===== config.mk =====
export PLATFORM = sky130hd
export DESIGN_NAME = wlbc_front
export DESIGN_NICKNAME = d
export VERILOG_FILES = /design/src/rtl/wlbc_pkg.sv /design/src/rtl/wlbc_front.sv
export SDC_FILE = /design/constraint.sdc
export NUM_CORES = 1
export LEC_CHECK = 0
export BUFFER_PORTS_ARGS = -buffer_cell sky130_fd_sc_hd__buf_2
export CAP_MARGIN = 0
export CELL_PAD_IN_SITES_DETAIL_PLACEMENT = 1
export CELL_PAD_IN_SITES_GLOBAL_PLACEMENT = 2
export CORE_UTILIZATION = 41
export DETAILED_ROUTE_END_ITERATION = 6
export PLACE_DENSITY_LB_ADDON = 0.1
export SYNTH_ARGS = -nofsm -noshare
export SYNTH_HDL_FRONTEND = slang
export SYNTH_SLANG_ARGS = --single-unit

===== constraint.sdc =====
create_clock -name i_clk -period 4 [get_ports i_clk]
set_clock_uncertainty 0.1 [all_clocks]
set_input_delay 0.4 -clock i_clk [delete_from_list [all_inputs] [get_ports i_clk]]
set_output_delay 0.4 -clock i_clk [all_outputs]
set_load 0.02 [all_outputs]

===== src/rtl/wlbc_pkg.sv =====
`default_nettype none
package wlbc_pkg;

    localparam int SLOTS   = 64;
    localparam int DEVICES = 32;
    localparam int ADDR_W  = 48;
    localparam int DEV_W   = 5;
    localparam int SLOT_W  = $clog2(SLOTS);
    localparam int CNT_W   = 7;
    localparam int CMD_W   = 3;
    localparam int STAT_W  = 3;
    localparam int TICK_W  = 32;

    // request commands
    localparam logic [CMD_W-1:0] CMD_READ  = 3'd0;
    localparam logic [CMD_W-1:0] CMD_WRITE = 3'd1;
    localparam logic [CMD_W-1:0] CMD_FLUSH = 3'd2;
    localparam logic [CMD_W-1:0] CMD_SYNC  = 3'd3;
    localparam logic [CMD_W-1:0] CMD_INVAL = 3'd4;
    localparam logic [CMD_W-1:0] CMD_ABORT = 3'd5;

    // result status codes
    localparam logic [STAT_W-1:0] ST_READ_HIT  = 3'd0;
    localparam logic [STAT_W-1:0] ST_READ_MISS = 3'd1;
    localparam logic [STAT_W-1:0] ST_WRITE_HIT = 3'd2;
    localparam logic [STAT_W-1:0] ST_WRITE_MISS = 3'd3;
    localparam logic [STAT_W-1:0] ST_FLUSH_WB  = 3'd4;
    localparam logic [STAT_W-1:0] ST_NOTHING   = 3'd5;
    localparam logic [STAT_W-1:0] ST_ABORT     = 3'd6;

    typedef enum logic [1:0] {
        K_ACCESS,
        K_WALK,
        K_ABORT,
        K_NOP
    } t_kind;

    typedef struct packed {
        t_kind              kind;
        logic               is_write;
        logic               all;
        logic               drop;
        logic [DEV_W-1:0]   dev;
        logic [ADDR_W-1:0]  addr;
        logic [SLOT_W-1:0]  fs;
    } t_req;

    typedef struct packed {
        logic [STAT_W-1:0]  status;
        logic [SLOT_W-1:0]  slot;
        logic               wb;
        logic [DEV_W-1:0]   wdev;
        logic [ADDR_W-1:0]  waddr;
        logic               last;
    } t_res;

endpackage
`default_nettype wire


===== src/rtl/wlbc_front.sv =====
`default_nettype none
module wlbc_front import wlbc_pkg::*; (
    input  wire logic              i_clk,
    input  wire logic              i_rst_n,
    input  wire logic              i_valid,
    output logic                   o_ready,
    input  wire logic [CMD_W-1:0]  i_command,
    input  wire logic [DEV_W-1:0]  i_device,
    input  wire logic [ADDR_W-1:0] i_address,
    input  wire logic [SLOT_W-1:0] i_fill_slot,
    output logic                   o_req_valid,
    output t_req                   o_req,
    input  wire logic              i_req_pop
);

    t_req        r_q [2];
    logic        r_wr;
    logic        r_rd;
    logic [1:0]  r_cnt;
    t_req        n_req;
    logic        dev_ok;
    logic        push;

    // classify the incoming beat
    always_comb begin
        dev_ok         = ({1'b0, i_device} < (DEV_W+1)'(DEVICES));
        n_req.is_write = (i_command == CMD_WRITE);
        n_req.all      = (i_command == CMD_SYNC);
        n_req.drop     = (i_command == CMD_INVAL);
        n_req.dev      = i_device;
        n_req.addr     = i_address;
        n_req.fs       = i_fill_slot;
        case (i_command)
            CMD_READ, CMD_WRITE, CMD_FLUSH, CMD_INVAL: begin
                n_req.kind = (i_command == CMD_FLUSH || i_command == CMD_INVAL) ?
                             K_WALK : K_ACCESS;
                if (!dev_ok) n_req.kind = K_NOP;
            end
            CMD_SYNC:  n_req.kind = K_WALK;
            CMD_ABORT: n_req.kind = K_ABORT;
            default:   n_req.kind = K_NOP;
        endcase
    end

    assign o_ready     = (r_cnt != 2'd2);
    assign push        = i_valid && o_ready;
    assign o_req_valid = (r_cnt != 2'd0);
    assign o_req       = r_q[r_rd];

    // two-entry queue towards the back end
    always_ff @(posedge i_clk) begin
        if (push) r_q[r_wr] <= n_req;
        if (!i_rst_n) begin
            r_wr  <= 1'b0;
            r_rd  <= 1'b0;
            r_cnt <= 2'd0;
        end else begin
            if (push) r_wr <= ~r_wr;
            if (i_req_pop) r_rd <= ~r_rd;
            r_cnt <= r_cnt + 2'(push) - 2'(i_req_pop);
        end
    end

endmodule
`default_nettype wire


==> flow_summary.json <==
{
  "clkTransAtPathRegs_ns": 0.05,
  "synth.yosys.seq_area_share_pct": 79.7,
  "finalCriticalPeriod_ns": 2.78,
  "min_path_cells": 1,
  "rrSetupSlack_ns": 1.99,
  "drtAntennaViolNets": 0,
  "avgSynthCellArea_um2": 21.2,
  "yosysUniqueCellTypes": 27,
  "drc": 9,
  "startpoint_type": "register",
  "cts_tree": "done",
  "pwr-share-seq_pct": 48.8,
  "r2r.worst_path.cells": 4,
  "power.internal_mw": 2.69,
  "synth_nets": 300,
  "die_height_um": 112,
  "io_buffers": 131,
  "syn_to_final_growth_pct": 26.2,
  "postCtsHoldBufs": 0,
  "placementRows": 39,
  "status": "finished with violations",
  "place_hpwl_um": 5720,
  "synth_warnings": 0,
  "slew_violations": 0,
  "final_common_cell": "buf_2",
  "route.final.wire_length_um": 8960,
  "p_sw_uw": 827,
  "grt_first_pass_wirelength_um": 14100,
  "maxCapViolCount": 0,
  "synth_cells": 233,
  "cts_setup_buffers": 0,
  "nets": 447,
  "tns_ns": 0,
  "ys_ff_latch": 133,
  "dieArea_mm2": 0.0125,
  "rsz0062_at_grt": "no",
  "antenna_cells": 0,
  "synth.largest_area_cell": "edfxtp_1",
  "die_w_um": 112,
  "setup_viol": 0,
  "hold-path-endpoint": "r_q[0][14]",
  "drive_gt1_share_pct": 57.8,
  "synth_area_mm2": 0.00495,
  "combPwrFrac_pct": 13.4,
  "clkLatencyLatePin_ns": 0.41,
  "first_global_vias": 2838,
  "hp-class": "input pin to register",
  "p_clk_share_pct": 37.9,
  "drt-vias-per-instance": 4.82,
  "cts_sinks": 133,
  "root_buffer": "clkbuf_16",
  "ys_top_cells_by_area": "edfxtp_1 78%, mux2_2 15%, dfxtp_1 2.0%",
  "worst_pin_slew_ns": 0.894,
  "hold_viol_final": 0,
  "start_util_pct": 42.8,
  "worst_setup_path_end_kind": "primary output",
  "crit_arrival_ns": 2.28,
  "ir_worst_vdd_uv": 312,
  "htreeDepth": 4,
  "cts_buffers": 17,
  "synth_top_area_share_pct": 77.7,
  "routabilityCongestion": 0.695,
  "overflow": 0,
  "ios": 132,
  "vias": 2574,
  "antenna_found_initial": 0,
  "crit_path_max_fanout": 35,
  "synth_flop_cell": "edfxtp_1",
  "first_pass_iters": 6,
  "worstReg2RegStart": "r_cnt[0]",
  "violations": "DRC",
  "grt_max_degree": 65,
  "hp-start": "i_address[8]",
  "drt-initial-drc-count": 132,
  "criticalPathCategory": "register to primary output",
  "whs_ns": 0.0796,
  "clk_path_buf_depth": 2,
  "cts_resized": 0,
  "clock.fmax_ghz": 0.359,
  "core_area_mm2": 0.0116,
  "leakage_nw": 2.36,
  "grtUsageTotal_pct": 15.6,
  "cp.required_ns": 3.50,
  "slew_headroom_pct": 40.4,
  "fin_crit_sh_pct": 69.6,
  "async_reset_ff_share_pct": 0,
  "layout_common_cells": "131 x buf_2, 128 x edfxtp_1, 64 x mux2_2",
  "r2r_end": "r_q[0][58]",
  "synth_edf_count": 128,
  "n_fill_cell": 1092,
  "pwr_density_cell_mw_per_mm2": 563,
  "wl_per_cell_um": 16.8,
  "swShare_pct": 23.5
}
layer usage:
layer  part of all wire [%]  track usage [%]
met5                      0                0
met4                    1.1             7.03
met3                    7.5             6.91
met2                     52             26.5
met1                     40             16.7
cell usage after synthesis, types with 2 or more instances:
cell,instances
buf_6,6
nand2_1,2
nand2b_1,3
edfxtp_1,128
nand3b_1,2
dfxtp_1,5
and2_1,3
inv_1,2
mux2_2,64
registers in the layout, summed over array words and instances (netlist names), named ones only:
| register | cells |
|---|---|
| r_q | 128 |
| r_cnt | 2 |
| r_rd | 1 |
| r_wr | 1 |
cells by family after synthesis:
| kind of cell | share of synthesized area, % |
|---|---|
| flip-flops | 79.7 |
| multiplexers | 14.8 |
| AND/OR/NAND/NOR | 2.15 |
| buffers and inverters | 1.67 |
| AO/OA/AOI/OAI | 1.06 |
| XOR/XNOR | 0.354 |
| adder cells (fa/ha/maj) | 0.253 |
power groups by stage:
stage | clock network, mW | logic (mW) | registers (mW)
after global routing | 1.42 | 0.506 | 1.73
final | 1.33 | 0.470 | 1.72
after CTS | 1.37 | 0.481 | 1.72
after detailed placement | 0 | 0.478 | 1.74
after floorplan | 0 | 0.329 | 1.72
after global placement | 0 | 0.473 | 1.74
worst max path at each step:
stage / from / endpoint / cells past startpoint
floorplan: r_cnt[0] / r_q[1][0] / 2
global placement: register / o_req[0] / 3
detailed placement: register / o_req[22] / 3
CTS: register / o_req[22] / 3
global route: register / o_req[26] / 3
finish: register / o_req[22] / 3
final cells by class:
cell class / instances / area (µm²) / share of cell area [%]
well taps: 143 / 179 / 2.87
clock buffers: 21 / 440 / 7.06
repair buffers: 135 / 686 / 11.0
clock inverters: 9 / 63.8 / 1.02
multi-input cells: 91 / 921 / 14.8
inverters: 2 / 7.51 / 0.120
flip-flops and latches: 133 / 3950 / 63.2
through the flow:
stage | power, mW | util, % | worst slack, ns | cell area [µm²] | std cells
2_1_floorplan | 2.05 | - | 1.21 | 4950 | 233
3_3_place_gp | 2.21 | 49.6 | 1.63 | 5740 | 504
3_5_place_dp | 2.22 | 49.6 | 1.61 | 5740 | 504
4_1_cts | 3.57 | 54.0 | 1.15 | 6240 | 534
5_1_grt | 3.66 | 54.0 | 1.03 | 6240 | 534
6_report | 3.52 | 54.0 | 1.22 | 6240 | 534
worst max-delay path: stages, from the launching register on:
cell and delay [ns]:
dfxtp_2 0.91, buf_4 0.41, mux2_2 0.38, buf_2 0.16
Power figures use the tool's default switching activity.
